**src/sv/dac_pkg.sv**
```systemverilog
package dac_pkg;

	// fixed field widths
	localparam int unsigned SYM_W   = 8;
	localparam int unsigned LIMIT_W = 28;
	localparam int unsigned CENTS_W = 35;
	localparam int unsigned MDATA_W = 40;

	// defaults
	localparam int unsigned DEF_MAX_FRAC_DIGITS = 2;
	localparam logic [LIMIT_W-1:0] LIMIT_RESET = 28'd200000000;

	// character codes
	localparam logic [SYM_W-1:0] DOT_CHAR  = 8'h2e;
	localparam logic [SYM_W-1:0] ZERO_CHAR = 8'h30;
	localparam logic [SYM_W-1:0] NINE_CHAR = 8'h39;

	// character class of one symbol
	typedef struct packed {
		logic       is_dot;
		logic       is_digit;
		logic [3:0] digit;
	} dac_class_t;

	function automatic dac_class_t classify(input logic [SYM_W-1:0] sym);
		dac_class_t c;
		logic [SYM_W-1:0] off;
		off        = sym - ZERO_CHAR;
		c.is_dot   = (sym == DOT_CHAR);
		c.is_digit = (sym >= ZERO_CHAR) && (sym <= NINE_CHAR);
		c.digit    = off[3:0];
		return c;
	endfunction

endpackage

```
**src/sv/dac_parse.sv**
```systemverilog
module dac_parse import dac_pkg::*; #(
	parameter int unsigned MAX_FRAC_DIGITS = DEF_MAX_FRAC_DIGITS,
	localparam int unsigned FRAC_W = $clog2(10**MAX_FRAC_DIGITS),
	localparam int unsigned CNT_W  = $clog2(MAX_FRAC_DIGITS + 1)
) (
	input  logic               clk,
	input  logic               arst_n,
	input  logic               take,
	input  logic               last,
	input  logic [SYM_W-1:0]   sym,
	input  logic [LIMIT_W-1:0] limit,
	output logic [LIMIT_W-1:0] whole,
	output logic [FRAC_W-1:0]  frac,
	output logic [CNT_W-1:0]   count,
	output logic               ok
);

	localparam int unsigned NEXT_W = LIMIT_W + 4;

	logic [LIMIT_W-1:0] whole_q;
	logic [FRAC_W-1:0]  frac_q;
	logic [CNT_W-1:0]   count_q;
	logic               dot_q;
	logic               failed_q;
	logic               nonempty_q;

	dac_class_t         cls;
	logic [NEXT_W-1:0]  whole_next;
	logic [FRAC_W+3:0]  frac_next;

	// character class and candidate accumulator values
	always_comb begin
		cls        = classify(sym);
		whole_next = NEXT_W'({whole_q, 3'b000}) + NEXT_W'({whole_q, 1'b0})
			+ NEXT_W'(cls.digit);
		frac_next  = (FRAC_W+4)'({frac_q, 3'b000}) + (FRAC_W+4)'({frac_q, 1'b0})
			+ (FRAC_W+4)'(cls.digit);
	end

	// parse state, cleared after every end of text
	always_ff @(posedge clk or negedge arst_n) begin
		if (!arst_n) begin
			whole_q    <= '0;
			frac_q     <= '0;
			count_q    <= '0;
			dot_q      <= 1'b0;
			failed_q   <= 1'b0;
			nonempty_q <= 1'b0;
		end else if (take) begin
			if (last) begin
				whole_q    <= '0;
				frac_q     <= '0;
				count_q    <= '0;
				dot_q      <= 1'b0;
				failed_q   <= 1'b0;
				nonempty_q <= 1'b0;
			end else begin
				nonempty_q <= 1'b1;
				if (!failed_q) begin
					if (cls.is_dot) begin
						if (dot_q)
							failed_q <= 1'b1;
						else
							dot_q <= 1'b1;
					end else if (!cls.is_digit) begin
						failed_q <= 1'b1;
					end else if (!dot_q) begin
						// limit check after each whole digit
						if (whole_next > NEXT_W'(limit))
							failed_q <= 1'b1;
						else
							whole_q <= whole_next[LIMIT_W-1:0];
					end else if (count_q < CNT_W'(MAX_FRAC_DIGITS)) begin
						frac_q  <= frac_next[FRAC_W-1:0];
						count_q <= count_q + CNT_W'(1);
					end else begin
						failed_q <= 1'b1;
					end
				end
			end
		end
	end

	assign whole = whole_q;
	assign frac  = frac_q;
	assign count = count_q;
	assign ok    = nonempty_q && !failed_q;

endmodule

```
**src/sv/dac_result.sv**
```systemverilog
module dac_result import dac_pkg::*; #(
	parameter int unsigned MAX_FRAC_DIGITS = DEF_MAX_FRAC_DIGITS,
	localparam int unsigned FRAC_W = $clog2(10**MAX_FRAC_DIGITS),
	localparam int unsigned CNT_W  = $clog2(MAX_FRAC_DIGITS + 1)
) (
	input  logic               clk,
	input  logic               arst_n,
	input  logic               load,
	input  logic [LIMIT_W-1:0] whole,
	input  logic [FRAC_W-1:0]  frac,
	input  logic [CNT_W-1:0]   count,
	input  logic               ok,
	output logic               m_tvalid,
	input  logic               m_tready,
	output logic [MDATA_W-1:0] m_tdata,
	output logic               m_tuser
);

	localparam int unsigned SCALE_W = $clog2(10**MAX_FRAC_DIGITS + 1);
	localparam int unsigned SUM_W   = LIMIT_W + SCALE_W + 1;

	logic [SCALE_W-1:0]        fscale;
	logic [FRAC_W+SCALE_W-1:0] frac_prod;
	logic [SUM_W-1:0]          whole_prod;
	logic [SUM_W-1:0]          sum;
	logic [CENTS_W-1:0]        cents;

	logic                      valid_q;
	logic [CENTS_W-1:0]        cents_q;
	logic                      ok_q;

	// fraction scale by digits still missing
	always_comb begin
		fscale = '0;
		for (int k = 0; k <= MAX_FRAC_DIGITS; k++) begin
			if (count == CNT_W'(k))
				fscale = SCALE_W'(10**(MAX_FRAC_DIGITS - k));
		end
	end

	// whole times full scale plus scaled fraction, zero for a text that is not ok
	always_comb begin
		frac_prod  = (FRAC_W+SCALE_W)'(frac) * (FRAC_W+SCALE_W)'(fscale);
		whole_prod = SUM_W'(whole) * SUM_W'(10**MAX_FRAC_DIGITS);
		sum        = whole_prod + SUM_W'(frac_prod);
		cents      = ok ? CENTS_W'(sum) : '0;
	end

	// output register valid
	always_ff @(posedge clk or negedge arst_n) begin
		if (!arst_n)
			valid_q <= 1'b0;
		else if (load)
			valid_q <= 1'b1;
		else if (m_tready)
			valid_q <= 1'b0;
	end

	// output register payload
	always_ff @(posedge clk) begin
		if (load) begin
			cents_q <= cents;
			ok_q    <= ok;
		end
	end

	assign m_tvalid = valid_q;
	assign m_tdata  = MDATA_W'(cents_q);
	assign m_tuser  = ok_q;

endmodule

```
**src/sv/decimal_amount_to_cents.sv**
```systemverilog
// channel   | direction | signals                              | contents
// s_        | in        | s_tvalid s_tready s_tdata s_tlast    | one character, end of text
// m_        | out       | m_tvalid m_tready m_tdata m_tuser    | cents, valid flag
// cfg_      | in        | cfg_valid cfg_ready cfg_data         | whole-unit limit
//
// one character per cycle while no end of text waits on a stalled result;
// each item passes an input register, then the parse update, and on end of
// text the scaling into the output register, where the result turns valid.
// reset clears parse state and sets the limit to 200000000.
// a stalled result holds only an end of text in the input register; characters
// keep flowing while the result waits, until the next end of text is held.
module decimal_amount_to_cents import dac_pkg::*; #(
	parameter int unsigned MAX_FRAC_DIGITS = DEF_MAX_FRAC_DIGITS
) (
	input  logic               clk,
	input  logic               arst_n,
	input  logic               s_tvalid,
	output logic               s_tready,
	input  logic [SYM_W-1:0]   s_tdata,   // [7:0] symbol
	input  logic               s_tlast,   // end_of_text
	output logic               m_tvalid,
	input  logic               m_tready,
	output logic [MDATA_W-1:0] m_tdata,   // [34:0] cents, [39:35] zero
	output logic               m_tuser,   // [0] valid_res
	input  logic               cfg_valid,
	output logic               cfg_ready,
	input  logic [LIMIT_W-1:0] cfg_data
);

	localparam int unsigned FRAC_W = $clog2(10**MAX_FRAC_DIGITS);
	localparam int unsigned CNT_W  = $clog2(MAX_FRAC_DIGITS + 1);

	logic               valid_s1;
	logic [SYM_W-1:0]   sym_s1;
	logic               last_s1;
	logic [LIMIT_W-1:0] limit_q;

	logic               out_stall;
	logic               advance;
	logic [LIMIT_W-1:0] whole;
	logic [FRAC_W-1:0]  frac;
	logic [CNT_W-1:0]   count;
	logic               ok;

	// limit register
	assign cfg_ready = 1'b1;

	always_ff @(posedge clk or negedge arst_n) begin
		if (!arst_n)
			limit_q <= LIMIT_RESET;
		else if (cfg_valid)
			limit_q <= cfg_data;
	end

	// input stage handshake
	assign out_stall = m_tvalid && !m_tready;
	assign advance   = valid_s1 && !(last_s1 && out_stall);
	assign s_tready  = !valid_s1 || advance;

	always_ff @(posedge clk or negedge arst_n) begin
		if (!arst_n)
			valid_s1 <= 1'b0;
		else if (s_tvalid && s_tready)
			valid_s1 <= 1'b1;
		else if (advance)
			valid_s1 <= 1'b0;
	end

	always_ff @(posedge clk) begin
		if (s_tvalid && s_tready) begin
			sym_s1  <= s_tdata;
			last_s1 <= s_tlast;
		end
	end

	// per-character parse state
	dac_parse #(.MAX_FRAC_DIGITS(MAX_FRAC_DIGITS)) u_parse (
		.clk    (clk),
		.arst_n (arst_n),
		.take   (advance),
		.last   (last_s1),
		.sym    (sym_s1),
		.limit  (limit_q),
		.whole  (whole),
		.frac   (frac),
		.count  (count),
		.ok     (ok)
	);

	// scaling and output register
	dac_result #(.MAX_FRAC_DIGITS(MAX_FRAC_DIGITS)) u_result (
		.clk      (clk),
		.arst_n   (arst_n),
		.load     (advance && last_s1),
		.whole    (whole),
		.frac     (frac),
		.count    (count),
		.ok       (ok),
		.m_tvalid (m_tvalid),
		.m_tready (m_tready),
		.m_tdata  (m_tdata),
		.m_tuser  (m_tuser)
	);

endmodule

```
**config.mk**
```make
export PLATFORM = sky130hd
export DESIGN_NAME = decimal_amount_to_cents
export DESIGN_NICKNAME = d
export VERILOG_FILES = /design/src/sv/dac_pkg.sv /design/src/sv/dac_parse.sv /design/src/sv/dac_result.sv /design/src/sv/decimal_amount_to_cents.sv
export SDC_FILE = /design/constraint.sdc
export NUM_CORES = 1
export LEC_CHECK = 0
export BUFFER_PORTS_ARGS = -buffer_cell sky130_fd_sc_hd__clkbuf_2
export CAP_MARGIN = 40
export CELL_PAD_IN_SITES_DETAIL_PLACEMENT = 0
export CELL_PAD_IN_SITES_GLOBAL_PLACEMENT = 1
export CORE_ASPECT_RATIO = 0.7
export CORE_MARGIN = 4
export CORE_UTILIZATION = 53
export CTS_CLUSTER_DIAMETER = 60
export DETAILED_ROUTE_END_ITERATION = 7
export MAX_ROUTING_LAYER = met4
export PLACE_DENSITY = 0.85
export SLEW_MARGIN = 10
export SYNTH_ARGS = -nofsm -noshare
export SYNTH_HDL_FRONTEND = slang
export SYNTH_SLANG_ARGS = --single-unit
```
**constraint.sdc**
```tcl
create_clock -name clk -period 10.3 [get_ports clk]
set_input_delay 2.06 -clock clk [delete_from_list [all_inputs] [get_ports clk]]
set_output_delay 2.06 -clock clk [all_outputs]
set_load 0.02 [all_outputs]
```
# == Word level (Yosys, flattened, before mapping) ==
# Cells that the tools add are included.
# Widths: inputs -> output; s select.
# word_totals
ff_bits,115
in_bits,42
out_inout_bits,44
word_cells,92
# op_classes
n_addsub,7
n_mul,2
order_cmp,4
n_eq_ne,7
muxes,37
n_reduce_logical,22
# ops
operator,n
$mux 28,6
$mux 7,9
$add 35x14->35,1
$mul 28x5->33 const B,1
$add 31x29->32,1
$add 32x4->32,1
$gt 32x28->1,1
$mux 1,16
$mul 7x7->14,1
$mux 2,6
$reduce_and 6->1,2
$reduce_bool 2->1,6
$eq 8x6->1 const B,1
$ge 8x6->1 const B,1
$le 8x6->1 const B,1
$ne 2x2->1 const B,4
$add 7x4->7,1
$add 7x7->7,1
$logic_and 1x1->1,7
$logic_not 1->1,4
$sub 4x1->4 const B,1
$reduce_and 3->1,1
$add 2x1->2 const B,1
$eq 2x1->1 const B,1
other kinds (4),4

# == Longest topological paths before layout ==
# Gate-level depths: netlist of run 1.
# depth
depth_word,9
ltp_mapped,26
mapped_depth_nobuf,24

# == Cells and area by module ==
# Synthesis of run 1 repeated with hierarchy kept, for this count alone.
# unflattened
hier_cells,1452
area_unflattened_um2,13228.9
# by_module_without_submodules
mod,instances,cells_per_inst,area_each_um2,seq_area_each_um2
dac_result,1,799,6866.6,1106.1
dac_parse,1,575,4855.9,1001.0
decimal_amount_to_cents,1,78,1506.4,1011.0

# == Least setup slack after synthesis of run 1 ==
# OpenSTA, ideal clock, no wires.
# synth_timing
path_kind,register to register
startpoint,register u_parse.whole_q[3] (netlist: u_parse.whole[3])
endpoint,register u_result.cents_q[25] (data pin)
setup_time_ns,0.266
arrival_ns,5.246
required_ns,10.034
setup_slack_ns,4.788
path_stages_with_launch,22
n_path_buf,1
period_less_slack_ns,5.512
cell_sequence,dfrtp_1 > ha_1 > ha_1 > fa_1 > ha_1 > nor2b_1 > nor2_1 > xnor2_1 > ha_1 > fa_1 > fa_1 > ha_1 > o21a_1 > o21ai_0 > a21oi_1 > o41ai_1 > o21ai_1 > a21oi_1 > clkbuf_1 > nor3b_1 > xnor2_1 > nor2_1
# synth_via
elab_chain_len,2
# synth_lines
item,line_no,rtl
from (decl),dac_parse.sv:20,logic [LIMIT_W-1:0] whole_q;
from (signal assigned),dac_parse.sv:72,whole_q <= whole_next[LIMIT_W-1:0];
$mul 28x5->33,dac_result.sv:44,whole_prod = SUM_W'(whole) * SUM_W'(10**MAX_FRAC_DIGITS);
$add 35x14->35,dac_result.sv:45,sum = whole_prod + SUM_W'(frac_prod);
to (signal assigned),dac_result.sv:62,cents_q <= cents;
to (decl),dac_result.sv:29,logic [CENTS_W-1:0] cents_q;
# No other way between the ends.
# A chain may end at the register's enable or synchronous reset.

# == Final worst setup path of run 1 ==
# layout_timing
startpoint,register u_parse.whole_q[3] (netlist: u_parse.whole[3])
endpoint,register u_result.cents_q[33] (data pin)
# Same word-level chain as after synthesis.

==> out/metrics.cfg, run 1 <==
[power]
combPwrFrac = 0.080
ir_worst_vdd_mv = 0.118
p_switching_mw = 0.297
p_per_area_mw_per_mm2 = 85.4
p_leak_nw = 7.41
seqPwrFrac = 0.426
power_frac_clock = 0.494
swShare = 0.250
p_int_mw = 0.893

[detailed_routing]
ant_nets = 0
finalWirelength_um = 29400
drc = 0
wire_per_inst_um = 16.5
drt_iter0_drc = 577
drt-pass1-iter-count = 5
vias = 9861
viasPerCell = 5.54

[worst_setup_path]
r2r-end = u_result.cents_q[33]$_SDFFCE_PN0P_
cp-start-kind = flip-flop
crit_fanout = 11
r2r-start = u_parse.whole[3]$_DFFE_PN0P_
cp.arrival_ns = 6.52
rrSetupSlack_ns = 3.95
cp.required_ns = 10.47
r2r_cells = 20
path_class = reg -> reg
endpoint_kind = flip-flop

[sta]
relSlewSlack = 0.438
setup_viol_count_final = 0
tightest_slew_ns = 0.843
clock-skew-final_ns = 0.0107
finalHoldViolCount = 0
rsz0062_at_grt = no
setup_ws_ns = 3.95
slew_viol_final = 0
post-route-period-util = 0.616
fmax_mhz = 157
fin_setup_tns_ns = 0
fin_crit_ns = 6.35

[die]
initial_core_util = 0.539
die_width_um = 194
core_area_mm2 = 0.0237
rows = 47
ios = 86
die_area_mm2 = 0.0267
die-height_um = 138

[cells_and_area]
final_nets = 1769
layout.cells.non_filler = 1779
syn_to_final_growth_pct = 9.06
drive_above_1_share = 0.107
diodes = 0

[hold_path]
min_path_cells = 1
min_to = u_parse.nonempty_q$_DFFE_PN0P_
hold_class = reg -> reg
min-delay-start = u_parse.nonempty_q$_DFFE_PN0P_

[yosys]
synth_top_area_cell = ha_1
synth_edf_count = 45
syn_area_per_cell_um2 = 9.24
synth_ff_type = dfrtp_1
netlist_top_cells_count = ha_1 (224), inv_1 (222), nand2_1 (83)
syn_area_mm2 = 0.0128
synth_top_area_share = 0.219
synthCells = 1383
ys_warn_count = 0
seq_area_frac_synth = 0.244
synth_area_leaders = ha_1 (22%), dfrtp_1 (11%), edfxtp_1 (11%)
synth-async-reset-ratio = 0.609
yosysMostFrequentCell = ha_1
synth_cell_types = 87
ys_ff_latch = 115

[global_route]
overflow = 0
track_usage = 0.236
first_global_vias = 9862
grt_max_degree = 56
antenna_found_initial = 0
grt_first_pass_wirelength_um = 49900

[clocking]
clock_sinks = 115
cts_tree = yes
cts_resized = 0
cts_root_buf = clkbuf_16
clk_latency_ns = 0.42
cts_buffers = 17
cts.path.max_buffers = 2
clk_pin_slew_worst_paths_ns = 0.06
ctsHoldBuffers = 0
cts_max_level = 4
cts_setup_buffers = 0

[place]
dpl_worst_slack_ns = 3.92
io_buffers = 79
dp_hpwl_um = 23900
gp_congestion = 0.935
dpl.cell_count = 1747

[status]
status = finished clean

[job]
drv_cap = 0

cells in the final DEF (no fill, tap or decap), types with 18 or more instances in the layout:
| master | instances |
|---|---|
| o21ai_0 | 74 |
| nand2_1 | 83 |
| xor2_1 | 30 |
| nor2_1 | 56 |
| a22o_1 | 30 |
| nor3_1 | 28 |
| nand3_1 | 24 |
| a21o_1 | 38 |
| ha_1 | 224 |
| o21a_1 | 18 |
| xnor2_1 | 35 |
| inv_1 | 222 |
| fa_1 | 55 |
| dfrtp_1 | 58 |
| edfxtp_1 | 45 |
| and2_1 | 30 |
| a21oi_1 | 75 |
| clkbuf_2 | 78 |
layout make-up:
| cell class | instances | area (um^2) |
|---|---|---|
| Timing Repair Buffer | 87 | 483 |
| Clock buffer | 20 | 447 |
| Clock inverter | 12 | 130 |
| Multi-Input combinational cell | 1005 | 8520 |
| Inverter | 222 | 833 |
| Tap cell | 318 | 398 |
| Fill cell | 2112 | 9770 |
| Sequential cell | 115 | 3120 |
worst max-delay path, cell delays in order (launching register included):
cell	delay, ns
dfrtp_1	0.46
ha_1	0.32
ha_1	0.32
fa_1	0.45
ha_1	0.35
nor2b_1	0.15
nor2_1	0.11
xnor2_1	0.13
ha_1	0.26
fa_1	0.46
fa_1	0.49
ha_1	0.37
o21a_1	0.12
o21ai_0	0.14
a21oi_1	0.09
o41ai_1	0.46
o21ai_1	0.19
a21oi_1	0.68
nor2_1	0.16
and3_1	0.23
o21a_1	0.16
state kept, by name (all words and copies together), names as in the netlist:
signal / count
last_s1: 1
limit_q: 28
sym_s1: 8
u_parse.count: 2
u_parse.dot_q: 1
u_parse.failed_q: 1
u_parse.frac: 7
u_parse.nonempty_q: 1
u_parse.whole: 28
u_result.cents_q: 35
u_result.m_tuser: 1
u_result.m_tvalid: 1
valid_s1: 1
power groups by stage:
stage	logic (mW)	clock network, mW	registers, mW
floorplan	0.0520	0	0.522
global placement	0.0924	0	0.515
detailed placement	0.0953	0	0.516
CTS	0.0961	0.599	0.507
global route	0.108	0.623	0.509
finish	0.0947	0.588	0.507
metal layers:
layer / wire length [um] / vias to the layer above / track usage
li1: - / 4953 / -
met1: 15100 / 4688 / 0.336
met2: 12300 / 196 / 0.350
met3: 1560 / 24 / 0.0522
met4: 361 / 0 / 0.0464
met5: 0 / - / -
logic make-up after synthesis:
family | share of synthesized area
DFF | 0.244
AOI/OAI and AO/OA | 0.174
other | 0.000588
muxes | 0.00323
and+or+nand+nor | 0.136
xor gates and xnor gates | 0.0471
buffers and inverters | 0.0899
adders and majority gates | 0.306
how the worst max path moves through the flow:
stage,startpoint,to,slack [ns],cells past startpoint
floorplan,u_parse.whole[3]$_DFFE_PN0P_,u_result.cents_q[25]$_SDFFCE_PN0P_,4.79,21
global placement,u_parse.whole[3]$_DFFE_PN0P_,u_result.cents_q[33]$_SDFFCE_PN0P_,3.96,20
detailed placement,u_parse.whole[3]$_DFFE_PN0P_,u_result.cents_q[33]$_SDFFCE_PN0P_,3.92,20
CTS,u_parse.whole[3]$_DFFE_PN0P_,u_result.cents_q[33]$_SDFFCE_PN0P_,3.90,20
global route,u_parse.whole[1]$_DFFE_PN0P_,u_result.cents_q[33]$_SDFFCE_PN0P_,3.41,21
finish,u_parse.whole[3]$_DFFE_PN0P_,u_result.cents_q[33]$_SDFFCE_PN0P_,3.95,20
stage by stage:
step	instance area, um^2	hold WS [ns]	util	power (mW)
5_1_grt	13900	0.514	0.588	1.24
2_1_floorplan	12800	0.450	-	0.574
4_1_cts	13900	0.484	0.588	1.20
3_3_place_gp	13300	0.468	0.561	0.607
6_report	13900	0.478	0.588	1.19
3_5_place_dp	13400	0.471	0.563	0.611
Note: power is estimated with default switching activity, not from simulation.
==> run 2: changes to the inputs <==
--- a/config.mk
+++ b/config.mk
@@ -11,11 +11,11 @@
 export CELL_PAD_IN_SITES_GLOBAL_PLACEMENT = 1
 export CORE_ASPECT_RATIO = 0.7
 export CORE_MARGIN = 4
-export CORE_UTILIZATION = 53
+export CORE_UTILIZATION = 49
 export CTS_CLUSTER_DIAMETER = 60
 export DETAILED_ROUTE_END_ITERATION = 7
 export MAX_ROUTING_LAYER = met4
-export PLACE_DENSITY = 0.85
+export PLACE_DENSITY = 0.8
 export SLEW_MARGIN = 10
 export SYNTH_ARGS = -nofsm -noshare
 export SYNTH_HDL_FRONTEND = slang
==> constraint.sdc (replaced) <==
create_clock -name clk -period 6.15 [get_ports clk]
set_input_delay 1.23 -clock clk [delete_from_list [all_inputs] [get_ports clk]]
set_output_delay 1.23 -clock clk [all_outputs]
set_load 0.02 [all_outputs]
==> run 2 against run 1 <==
  * Power increased by 73%
  * Register-to-register slack got worse by 3.6 ns
  * Critical path depth increased by 4
  * Sequential power is 67% higher
  * First-iteration DRC count is 5.2% higher
  * Clock skew is 0.0024 ns higher
  * Die area rose by 7.8%
  * Largest cell class unchanged
  * Hold slack better by 0.013 ns
  * Via count barely moved
  * Non-clock buffer count is 9 higher
  * Sequential share of layout area down 0.24 points
  * Highest routed layer unchanged
==> out/metrics.cfg, run 2 (synthesis gave the netlist of run 1 again) <==
[worst_setup_path]
crit_fanout = 12  ; was 11
cp-start-kind = flip-flop  ; unchanged
endpoint_kind = flip-flop  ; unchanged
path_class = reg -> reg  ; unchanged
cp.arrival_ns = 5.93  ; was 6.52 ns
cp.required_ns = 6.32  ; was 10.47 ns

[status]
status = finished clean  ; unchanged

[sta]
slew_viol_final = 0  ; unchanged
finalHoldViolCount = 0  ; unchanged
tightest_slew_ns = 0.861  ; was 0.843 ns
whs_ns = 0.491  ; was 0.478 ns
relSlewSlack = 0.426  ; was 0.438
fin_crit_ns = 5.76  ; was 6.35 ns
fmax_mhz = 174  ; was 157 MHz
setup_viol_count_final = 0  ; unchanged
post-route-period-util = 0.937  ; was 0.616
fin_setup_tns_ns = 0  ; unchanged
setup_ws_ns = 0.387  ; was 3.95 ns
clock-skew-final_ns = 0.0131  ; was 0.0107 ns
rsz0062_at_grt = no  ; unchanged

[clocking]
cts_max_level = 4  ; unchanged
cts_root_buf = clkbuf_16  ; unchanged
clock_sinks = 115  ; unchanged
clk_latency_ns = 0.44  ; was 0.42 ns
cts_buffers = 17  ; unchanged
cts.path.max_buffers = 2  ; unchanged
cts_tree = yes  ; unchanged
clk_pin_slew_worst_paths_ns = 0.06  ; about the same
ctsHoldBuffers = 0  ; unchanged

[power]
p_leak_nw = 7.50  ; was 7.41 nW
ir_worst_vdd_mv = 0.190  ; was 0.118 mV
p_per_area_mw_per_mm2 = 146  ; was 85.4 mW/mm^2

[detailed_routing]
drt_iter0_drc = 607  ; was 577
drc = 0  ; unchanged
viasPerCell = 5.47  ; was 5.54
vias = 9856  ; was 9861
ant_nets = 0  ; unchanged
finalWirelength_um = 29700  ; was 29400 um
drt-pass1-iter-count = 5  ; unchanged
wire_per_inst_um = 16.5  ; about the same

[die]
ios = 86  ; unchanged
core_area_mm2 = 0.0257  ; was 0.0237 mm^2
die_width_um = 201  ; was 194 um
rows = 49  ; was 47
die-height_um = 143  ; was 138 um
die_area_mm2 = 0.0288  ; was 0.0267 mm^2
initial_core_util = 0.497  ; was 0.539

[cells_and_area]
drive_above_1_share = 0.119  ; was 0.107
final_nets = 1778  ; was 1769
multiInputGateArea_mm2 = 0.00855  ; was 0.00852 mm^2
n_fill_cell = 2369  ; was 2112
layout_common_cells = ha_1 (224), inv_1 (222), nand2_1 (83)  ; unchanged
layout_commonest_cell = ha_1  ; unchanged
largest_reg_flops = 35  ; unchanged
seq_area_mm2 = 0.00312  ; about the same
syn_to_final_growth_pct = 10.3  ; was 9.06%
max_flop_register = u_result.cents_q  ; unchanged
diodes = 0  ; unchanged

[global_route]
grt_max_degree = 56  ; unchanged
antenna_found_initial = 0  ; unchanged
overflow = 0  ; unchanged
track_usage = 0.220  ; was 0.236
grt_first_pass_wirelength_um = 49800  ; was 49900 um
first_global_vias = 9636  ; was 9862

[hold_path]
hold_class = reg -> reg  ; unchanged

[place]
io_buffers = 79  ; unchanged
dp_hpwl_um = 24200  ; was 23900 um
dpl_worst_slack_ns = 0.196  ; was 3.92 ns
gp_congestion = 0.947  ; was 0.935

[job]
drv_cap = 0  ; unchanged

-- run 2: cell types whose count changed in the layout (fill, tap and decap cells not counted), moves of 2 or more --
| cell | before | now |
|---|---|---|
| inv_8 | 0 | 2 |
| clkbuf_1 | 2 | 0 |
| inv_6 | 2 | 5 |
| buf_12 | 0 | 3 |
| buf_4 | 6 | 14 |
-- run 2: path summary, 6_finish.rpt --
| kind | from | to | slack (ns) | cells after the start |
|---|---|---|---|---|
| worst max-delay path | u_parse.whole[1]$_DFFE_PN0P_ | u_result.cents_q[22]$_SDFFCE_PN0P_ | 0.39 | 24 |
| worst min-delay path | u_parse.nonempty_q$_DFFE_PN0P_ | u_parse.nonempty_q$_DFFE_PN0P_ | 0.49 | 1 |
| worst max register to register | u_parse.whole[1]$_DFFE_PN0P_ | u_result.cents_q[22]$_SDFFCE_PN0P_ | 0.39 | 24 |
| worst min register to register | u_parse.nonempty_q$_DFFE_PN0P_ | u_parse.nonempty_q$_DFFE_PN0P_ | 0.49 | 1 |
| max in group asynchronous | arst_n | limit_q[14]$_DFFE_PN1P_ | 4.69 | 3 |
| min in group asynchronous | arst_n | limit_q[18]$_DFFE_PN0P_ | 0.83 | 2 |
-- run 2: critical path, cell delays in order (launching register included) --
cell,delay (ns)
dfrtp_1,0.48
ha_1,0.33
ha_1,0.30
ha_1,0.30
inv_1,0.07
fa_1,0.48
nor2b_2,0.20
o21a_1,0.13
nor2_1,0.04
xor2_1,0.15
fa_1,0.48
inv_1,0.05
fa_1,0.47
ha_1,0.36
and2_1,0.17
o21ai_1,0.14
o31ai_2,0.09
o21a_1,0.19
o21ai_0,0.18
nand2b_1,0.11
a31oi_1,0.18
buf_4,0.22
nand3b_1,0.15
xnor2_1,0.14
nor2_1,0.06
-- run 2: what timing repair did --
item                                    4_1_cts  5_1_grt
resized for setup                             0        7
endpoints found under the setup margin        0       12
buffers inserted                              0        0
-- run 2: metrics by stage --
| stage | area [um^2] | cells | power (mW) | utilization |
|---|---|---|---|---|
| after floorplan | 12800 | 1387 | 0.961 | - |
| after global placement | 13400 | 1768 | 1.02 | 0.523 |
| after detailed placement | 13400 | 1769 | 1.02 | 0.524 |
| after CTS | 14100 | 1801 | 2.09 | 0.547 |
| after global routing | 14100 | 1801 | 2.15 | 0.548 |
| final | 14100 | 1801 | 2.06 | 0.548 |
-- run 2: area by class of cell --
cell class                      count  share of cell area
Clock buffer                       18              0.0320
Clock inverter                     14              0.0115
Inverter                          222              0.0591
Multi-Input combinational cell   1005               0.607
Sequential cell                   115               0.221
Tap cell                          331              0.0294
Timing Repair Buffer               96              0.0398
-- run 2: power by group --
group,internal [mW],total (mW),switching [mW]
sequential,0.836,0.849,0.0122
combinational,0.0532,0.159,0.106
clock,0.632,1.06,0.424
total,1.52,2.06,0.542
-- run 2: per-layer routing --
layer	GRT usage	share of wire	vias up	wire length [um]
met5	-	0	-	0
li1	-	-	4978	-
met3	0.0413	0.054	20	1600
met2	0.319	0.41	230	12200
met4	0.0449	0.0096	0	284
met1	0.323	0.53	4628	15600
